`src/hw/rtl/crrb_pkg.sv`:
```
`default_nettype none
// ----------------------------------------------------------------------------
// crrb_pkg: shared types and constants for the command record/replay buffer
// Buffer geometry, function and opcode codes, controller state and the
// command/status words between controller and datapath.
// ----------------------------------------------------------------------------
package crrb_pkg;

  localparam int BUFFER_DEPTH = 128;
  localparam int CW           = $clog2(BUFFER_DEPTH + 1);
  localparam int AW           = (BUFFER_DEPTH > 1) ? $clog2(BUFFER_DEPTH) : 1;
  localparam int EXEC_W       = 8;
  localparam int EXEC_MAX     = 255;

  localparam logic [1:0] FUNC_RECORD = 2'd0;
  localparam logic [1:0] FUNC_FLUSH  = 2'd1;
  localparam logic [1:0] FUNC_EMPTY  = 2'd2;
  localparam logic [1:0] FUNC_ZERO   = 2'd3;

  localparam logic [2:0] OP_NOP  = 3'd0;
  localparam logic [2:0] OP_INK  = 3'd1;
  localparam logic [2:0] OP_JUMP = 3'd2;
  localparam logic [2:0] OP_LINE = 3'd3;

  typedef enum logic [1:0] {
    S_IDLE,
    S_ISSUE,
    S_DRAIN
  } state_t;

  typedef struct packed {
    logic [2:0]  op;
    logic [31:0] a0;
    logic [31:0] a1;
    logic [31:0] a2;
    logic [31:0] a3;
  } entry_t;

  typedef struct packed {
    logic record;
    logic clear_fill;
    logic zero_ctx;
    logic flush_start;
    logic issue;
    logic load_result;
    logic finish;
  } ctl_cmd_t;

  typedef struct packed {
    logic out_free;
    logic fill_zero;
    logic issue_last;
  } ctl_status_t;

  function automatic logic [EXEC_W-1:0] exec_sat(input logic [CW-1:0] n);
    if (32'(n) > EXEC_MAX) begin
      return EXEC_W'(EXEC_MAX);
    end
    return EXEC_W'(n);
  endfunction

endpackage
`default_nettype wire

```
`src/hw/rtl/crrb_in_if.sv`:
```
`default_nettype none
// ----------------------------------------------------------------------------
// crrb_in_if: request channel
// Valid/ready channel carrying one operation word.
// ----------------------------------------------------------------------------
interface crrb_in_if;
  logic               valid;
  logic               ready;
  logic [1:0]         func;
  logic [2:0]         command_opcode;
  logic signed [31:0] arg_zero;
  logic signed [31:0] arg_one;
  logic signed [31:0] arg_two;
  logic signed [31:0] arg_three;

  modport source (
    output valid, func, command_opcode, arg_zero, arg_one, arg_two, arg_three,
    input  ready
  );
  modport sink (
    input  valid, func, command_opcode, arg_zero, arg_one, arg_two, arg_three,
    output ready
  );
endinterface
`default_nettype wire

```
`src/hw/rtl/crrb_ctrl.sv`:
```
`default_nettype none
// ----------------------------------------------------------------------------
// crrb_ctrl: operation sequencer
// Decodes accepted words and walks the buffer during a flush.
// ----------------------------------------------------------------------------
module crrb_ctrl import crrb_pkg::*; (
  input  wire logic        clk,
  input  wire logic        rst,
  crrb_in_if.sink          cmd,
  input  wire ctl_status_t status,
  output ctl_cmd_t         ctl
);

  state_t state;
  state_t state_next;
  logic   in_ready;

  assign cmd.ready = in_ready;

  always_ff @(posedge clk) begin
    if (rst) begin
      state <= S_IDLE;
    end else begin
      state <= state_next;
    end
  end

  always_comb begin
    state_next = state;
    case (state)
      S_IDLE: begin
        if (cmd.valid && status.out_free && cmd.func == FUNC_FLUSH && !status.fill_zero) begin
          state_next = S_ISSUE;
        end
      end
      S_ISSUE: begin
        if (status.issue_last) begin
          state_next = S_DRAIN;
        end
      end
      S_DRAIN: state_next = S_IDLE;
      default: state_next = S_IDLE;
    endcase
  end

  always_comb begin
    ctl      = '0;
    in_ready = 1'b0;
    case (state)
      S_IDLE: begin
        in_ready = status.out_free;
        if (cmd.valid && status.out_free) begin
          case (cmd.func)
            FUNC_RECORD: begin
              ctl.record      = 1'b1;
              ctl.load_result = 1'b1;
            end
            FUNC_FLUSH: begin
              ctl.flush_start = 1'b1;
              ctl.load_result = status.fill_zero;
            end
            FUNC_EMPTY: begin
              ctl.clear_fill  = 1'b1;
              ctl.load_result = 1'b1;
            end
            FUNC_ZERO: begin
              ctl.zero_ctx    = 1'b1;
              ctl.load_result = 1'b1;
            end
            default: ctl = '0;
          endcase
        end
      end
      S_ISSUE: ctl.issue  = 1'b1;
      S_DRAIN: ctl.finish = 1'b1;
      default: ctl = '0;
    endcase
  end

  a_busy_out_free: assert property (@(posedge clk) disable iff (rst)
    (state != S_IDLE) |-> status.out_free)
    else $error("result pending during flush");

  a_cmd_onehot: assert property (@(posedge clk) disable iff (rst)
    $onehot0({ctl.record, ctl.clear_fill, ctl.zero_ctx, ctl.flush_start,
              ctl.issue, ctl.finish}))
    else $error("conflicting commands");

endmodule
`default_nettype wire

```
`src/flat_wrapper.sv`:
```
// flat-port wrapper written by rule: the top's interface ports become plain ports
module crrb_ctrl_flat import crrb_pkg::*;
  (clk, rst, status, ctl, cmd_valid, cmd_func, cmd_command_opcode, cmd_arg_zero, cmd_arg_one, cmd_arg_two, cmd_arg_three, cmd_ready);
  crrb_in_if cmd_i ();
  input  wire logic clk;
  input  wire logic rst;
  input  wire ctl_status_t status;
  output ctl_cmd_t ctl;
  input wire logic [$bits(cmd_i.valid)-1:0] cmd_valid;
  input wire logic [$bits(cmd_i.func)-1:0] cmd_func;
  input wire logic [$bits(cmd_i.command_opcode)-1:0] cmd_command_opcode;
  input wire logic [$bits(cmd_i.arg_zero)-1:0] cmd_arg_zero;
  input wire logic [$bits(cmd_i.arg_one)-1:0] cmd_arg_one;
  input wire logic [$bits(cmd_i.arg_two)-1:0] cmd_arg_two;
  input wire logic [$bits(cmd_i.arg_three)-1:0] cmd_arg_three;
  output wire logic [$bits(cmd_i.ready)-1:0] cmd_ready;
  assign cmd_i.valid = cmd_valid;
  assign cmd_i.func = cmd_func;
  assign cmd_i.command_opcode = cmd_command_opcode;
  assign cmd_i.arg_zero = cmd_arg_zero;
  assign cmd_i.arg_one = cmd_arg_one;
  assign cmd_i.arg_two = cmd_arg_two;
  assign cmd_i.arg_three = cmd_arg_three;
  assign cmd_ready = cmd_i.ready;
  crrb_ctrl u_core (.clk(clk), .rst(rst), .cmd(cmd_i), .status(status), .ctl(ctl));
endmodule
```
`config.mk`:
```
export PLATFORM = sky130hd
export DESIGN_NAME = crrb_ctrl_flat
export DESIGN_NICKNAME = d
export VERILOG_FILES = /design/src/hw/rtl/crrb_pkg.sv /design/src/hw/rtl/crrb_in_if.sv /design/src/hw/rtl/crrb_ctrl.sv /design/src/flat_wrapper.sv
export SDC_FILE = /design/constraint.sdc
export NUM_CORES = 1
export LEC_CHECK = 0
export BUFFER_PORTS_ARGS = -buffer_cell sky130_fd_sc_hd__buf_2
export CAP_MARGIN = 20
export CORE_AREA = 2 2 56 58
export CTS_BUF_LIST = sky130_fd_sc_hd__clkbuf_4 sky130_fd_sc_hd__clkbuf_8
export DETAILED_ROUTE_END_ITERATION = 16
export DIE_AREA = 0 0 58 60
export HOLD_SLACK_MARGIN = 0.08
export PLACE_DENSITY = 0.65
export REMOVE_ABC_BUFFERS = 1
export SETUP_SLACK_MARGIN = 0.02
export SYNTH_ARGS = -nofsm -noshare
export SYNTH_HDL_FRONTEND = slang
export SYNTH_SLANG_ARGS = --single-unit
```
`constraint.sdc`:
```
create_clock -name clk -period 1.18 [get_ports clk]
set_input_delay 0.354 -clock clk [delete_from_list [all_inputs] [get_ports clk]]
set_output_delay 0.354 -clock clk [all_outputs]
set_load 0.005 [all_outputs]
```
==> impl_metrics.csv <==
group,metric,value,unit
power_and_ir_drop,power_density,759,nW/um^2
route,via_count,232,
logic_synthesis,netlist_top_cells_area,"dfxtp_1 26%, nor3_1 13%, o32ai_2 11%, inv_1 9.8%, nor3b_1 9.8%",
finish,area_growth,141,%
logic_synthesis,yosysWarnings,0,
route,drt_pass1_iterations,2,
sta,period_needed,1.43,ns
logic_synthesis,syn_area,154,um^2
worst_setup_path,critPathLaunchType,"flip-flop",
power_and_ir_drop,p_leak,0.179,nW
logic_synthesis,syn-mean-instance-area,8.10,um^2
place,io_buffers,15,
clock_network,tritoncts,"built",
route,drtIter0Drc,10,
clock_network,clk_latency,0.23,ns
finish,fin_util,0.128,
die,start_util,0.0530,
logic_synthesis,synth_cell_types,11,
logic_synthesis,synth_edf_count,0,
worst_setup_path,worstPathArrival,1.08,ns
place,gp_congestion,0.663,
route,via_per_inst,3.14,
place,dp_hpwl,376,um
global_route,grt_pass1_wl,938,um
finish,largest_register,"u_core.state",
worst_setup_path,setup.worst_path.class,"flip-flop to primary output",
sta,worst_pin_slew,0.194,ns
power_and_ir_drop,ir_worst_vdd,252,uV
clock_network,numCtsBuffers,3,
logic_synthesis,yosysTopAreaCellShare,0.260,
worst_setup_path,reg2reg_slack,0.14,ns
worst_setup_path,end_kind,"primary output",
global_route,grt_use_met2,0.0633,
die,ioPinCount,147,
logic_synthesis,synth_top_cell_by_area,"dfxtp_1",
run_status,violations,"negative setup slack",
route,drtAntennaViolNets,0,
sta,relSlewSlack,0.871,
sta,fin_ws,-0.252,ns
die,core_area,2900,um^2
logic_synthesis,yosysSeqAreaShare,0.260,
logic_synthesis,postSynthCellCount,19,
finish,antenna_cells,0,
die,num_rows,20,
sta,hold_slack,0.334,ns
worst_setup_path,crit_end,"ctl[1]",
global_route,grt-ovfl-total,0,
finish,finalNetCount,182,
sta,rsz0062_at_grt,"true",
logic_synthesis,synthFlopType,"dfxtp_1",
sta,clock_skew,0.00532,ns
sta,final-hold-violation-count,0,
global_route,met3_usage,0.0195,
finish,reg_top3,"u_core.state x2",
die,design.die.area,3480,um^2
clock_network,clk_pin_slew,0.03,ns
worst_setup_path,critical_path_required,0.83,ns
sta,max_freq,0.698,GHz
logic_synthesis,async_flop_share,0,
sta,period_share,1.21,
global_route,grt_pass1_vias,239,
global_route,grt_util_all_layers,0.0392,
logic_synthesis,yosys_register_bits,2,
worst_setup_path,critPathLaunch,"u_core.state[1]",
clock_network,cts_max_level,1,
global_route,grt_max_degree,7,
flow_run,cap_violations,0,
sta,setup_viol,8,
logic_synthesis,netlist_top_cells_count,"4 x inv_1, 4 x nor3_1, 2 x dfxtp_1, 2 x nor3b_1",
global_route,grt_use_met1,0.0348,
run_status,status,"finished, violations left",
sta,drv_slew,0,
die,die_h,60,um
worst_setup_path,r2r_start,"u_core.state[1]",
power_and_ir_drop,power,0.000281,W
route,drc,0,
clock_network,cts_root_buffer,"clkbuf_4",
die,die_x,58,um
worst_setup_path,reg2reg_to,"u_core.state[0]",
clock_network,cts.sinks,2,
hold_path,min_path_type,"primary input to flip-flop",
route,wl_per_cell,7.27,um
finish,largest_reg_flops,2,
route,wirelength,538,um
clock_network,clk_path_buf_depth,2,
global_route,grt_busiest_layer,"met2",
finish,layout-drive-gt1-share,0.756,
worst_setup_path,cp_max_fo,6,
clock_network,cts_hold_buffers,0,
global_route,grt_antenna_before_repair,0,
worst_setup_path,ff2ff_path_depth,4,
cells by family (layout without fill, tap and decap cells):
logic type      after synthesis  after routing  share of synthesized area
buf+inv                       5             27                      0.146
compound gates                2              2                      0.146
simple gates                 10             10                      0.447
flops                         2              2                      0.260
stage by stage:
step / setup TNS (ns) / cell area (um^2) / setup slack [ns] / instances
after floorplan: 0 / 146 / 0.00834 / 18
after global placement: -0.868 / 293 / -0.212 / 70
after detailed placement: -0.840 / 293 / -0.210 / 70
after CTS: -1.61 / 363 / -0.262 / 74
after global routing: -2.07 / 370 / -0.352 / 74
final: -1.53 / 370 / -0.252 / 74
worst min path at each step:
stage / startpoint / endpoint / slack (ns) / depth (start not counted)
finish: rst / u_core.state[1] / 0.33 / 2
global route: rst / u_core.state[1] / 0.33 / 2
CTS: rst / u_core.state[1] / 0.33 / 2
detailed placement: rst / u_core.state[1] / 0.57 / 2
global placement: rst / u_core.state[1] / 0.57 / 2
floorplan: rst / u_core.state[1] / 0.43 / 1
critical path, cell delays in order (launching register included):
cell and delay, ns:
dfxtp_2 0.31, nand4bb_4 0.26, a31oi_1 0.16, buf_2 0.13
layer usage:
layer,wire (um),vias up,share of wire
met4,27,0,0.050
met1,187,98,0.35
met3,63,4,0.12
met2,260,19,0.48
li1,-,111,-
met5,0,-,0
final cells by class:
type,count,area (um^2)
repair buffers,20,116
fillers,345,2530
well taps,33,41.3
clock buffers,3,22.5
multi-input cells,12,133
inverters,4,15.0
flip-flops and latches,2,42.5
where the power goes:
group / total (W) / internal, W / switching, W
logic: 0.0000569 / 0.0000307 / 0.0000262
clock network: 0.000155 / 0.000112 / 0.0000423
registers: 0.0000694 / 0.0000689 / 0.000000503
total: 0.000281 / 0.000212 / 0.0000690
placed cells by master, fill, tap and decap left out:
cell,instances
buf_2,15
inv_1,4
buf_4,4
nor3_1,3
clkbuf_4,3
dfxtp_2,2
nand2b_4,1
nand4bb_4,1
nor3_2,1
nor2b_4,1
a31oi_1,1
nor3b_2,1
or4b_1,1
o32ai_2,1
nor3b_1,1
buf_6,1
timing repair:
action	4_1_cts	5_1_grt
endpoints found under the setup margin	8	8
resized for setup	8	1
setup buffers	1	0
hold endpoints to repair	0	0
pin swaps	2	0
cloned	0	0
(Power assumes the default switching activity.)
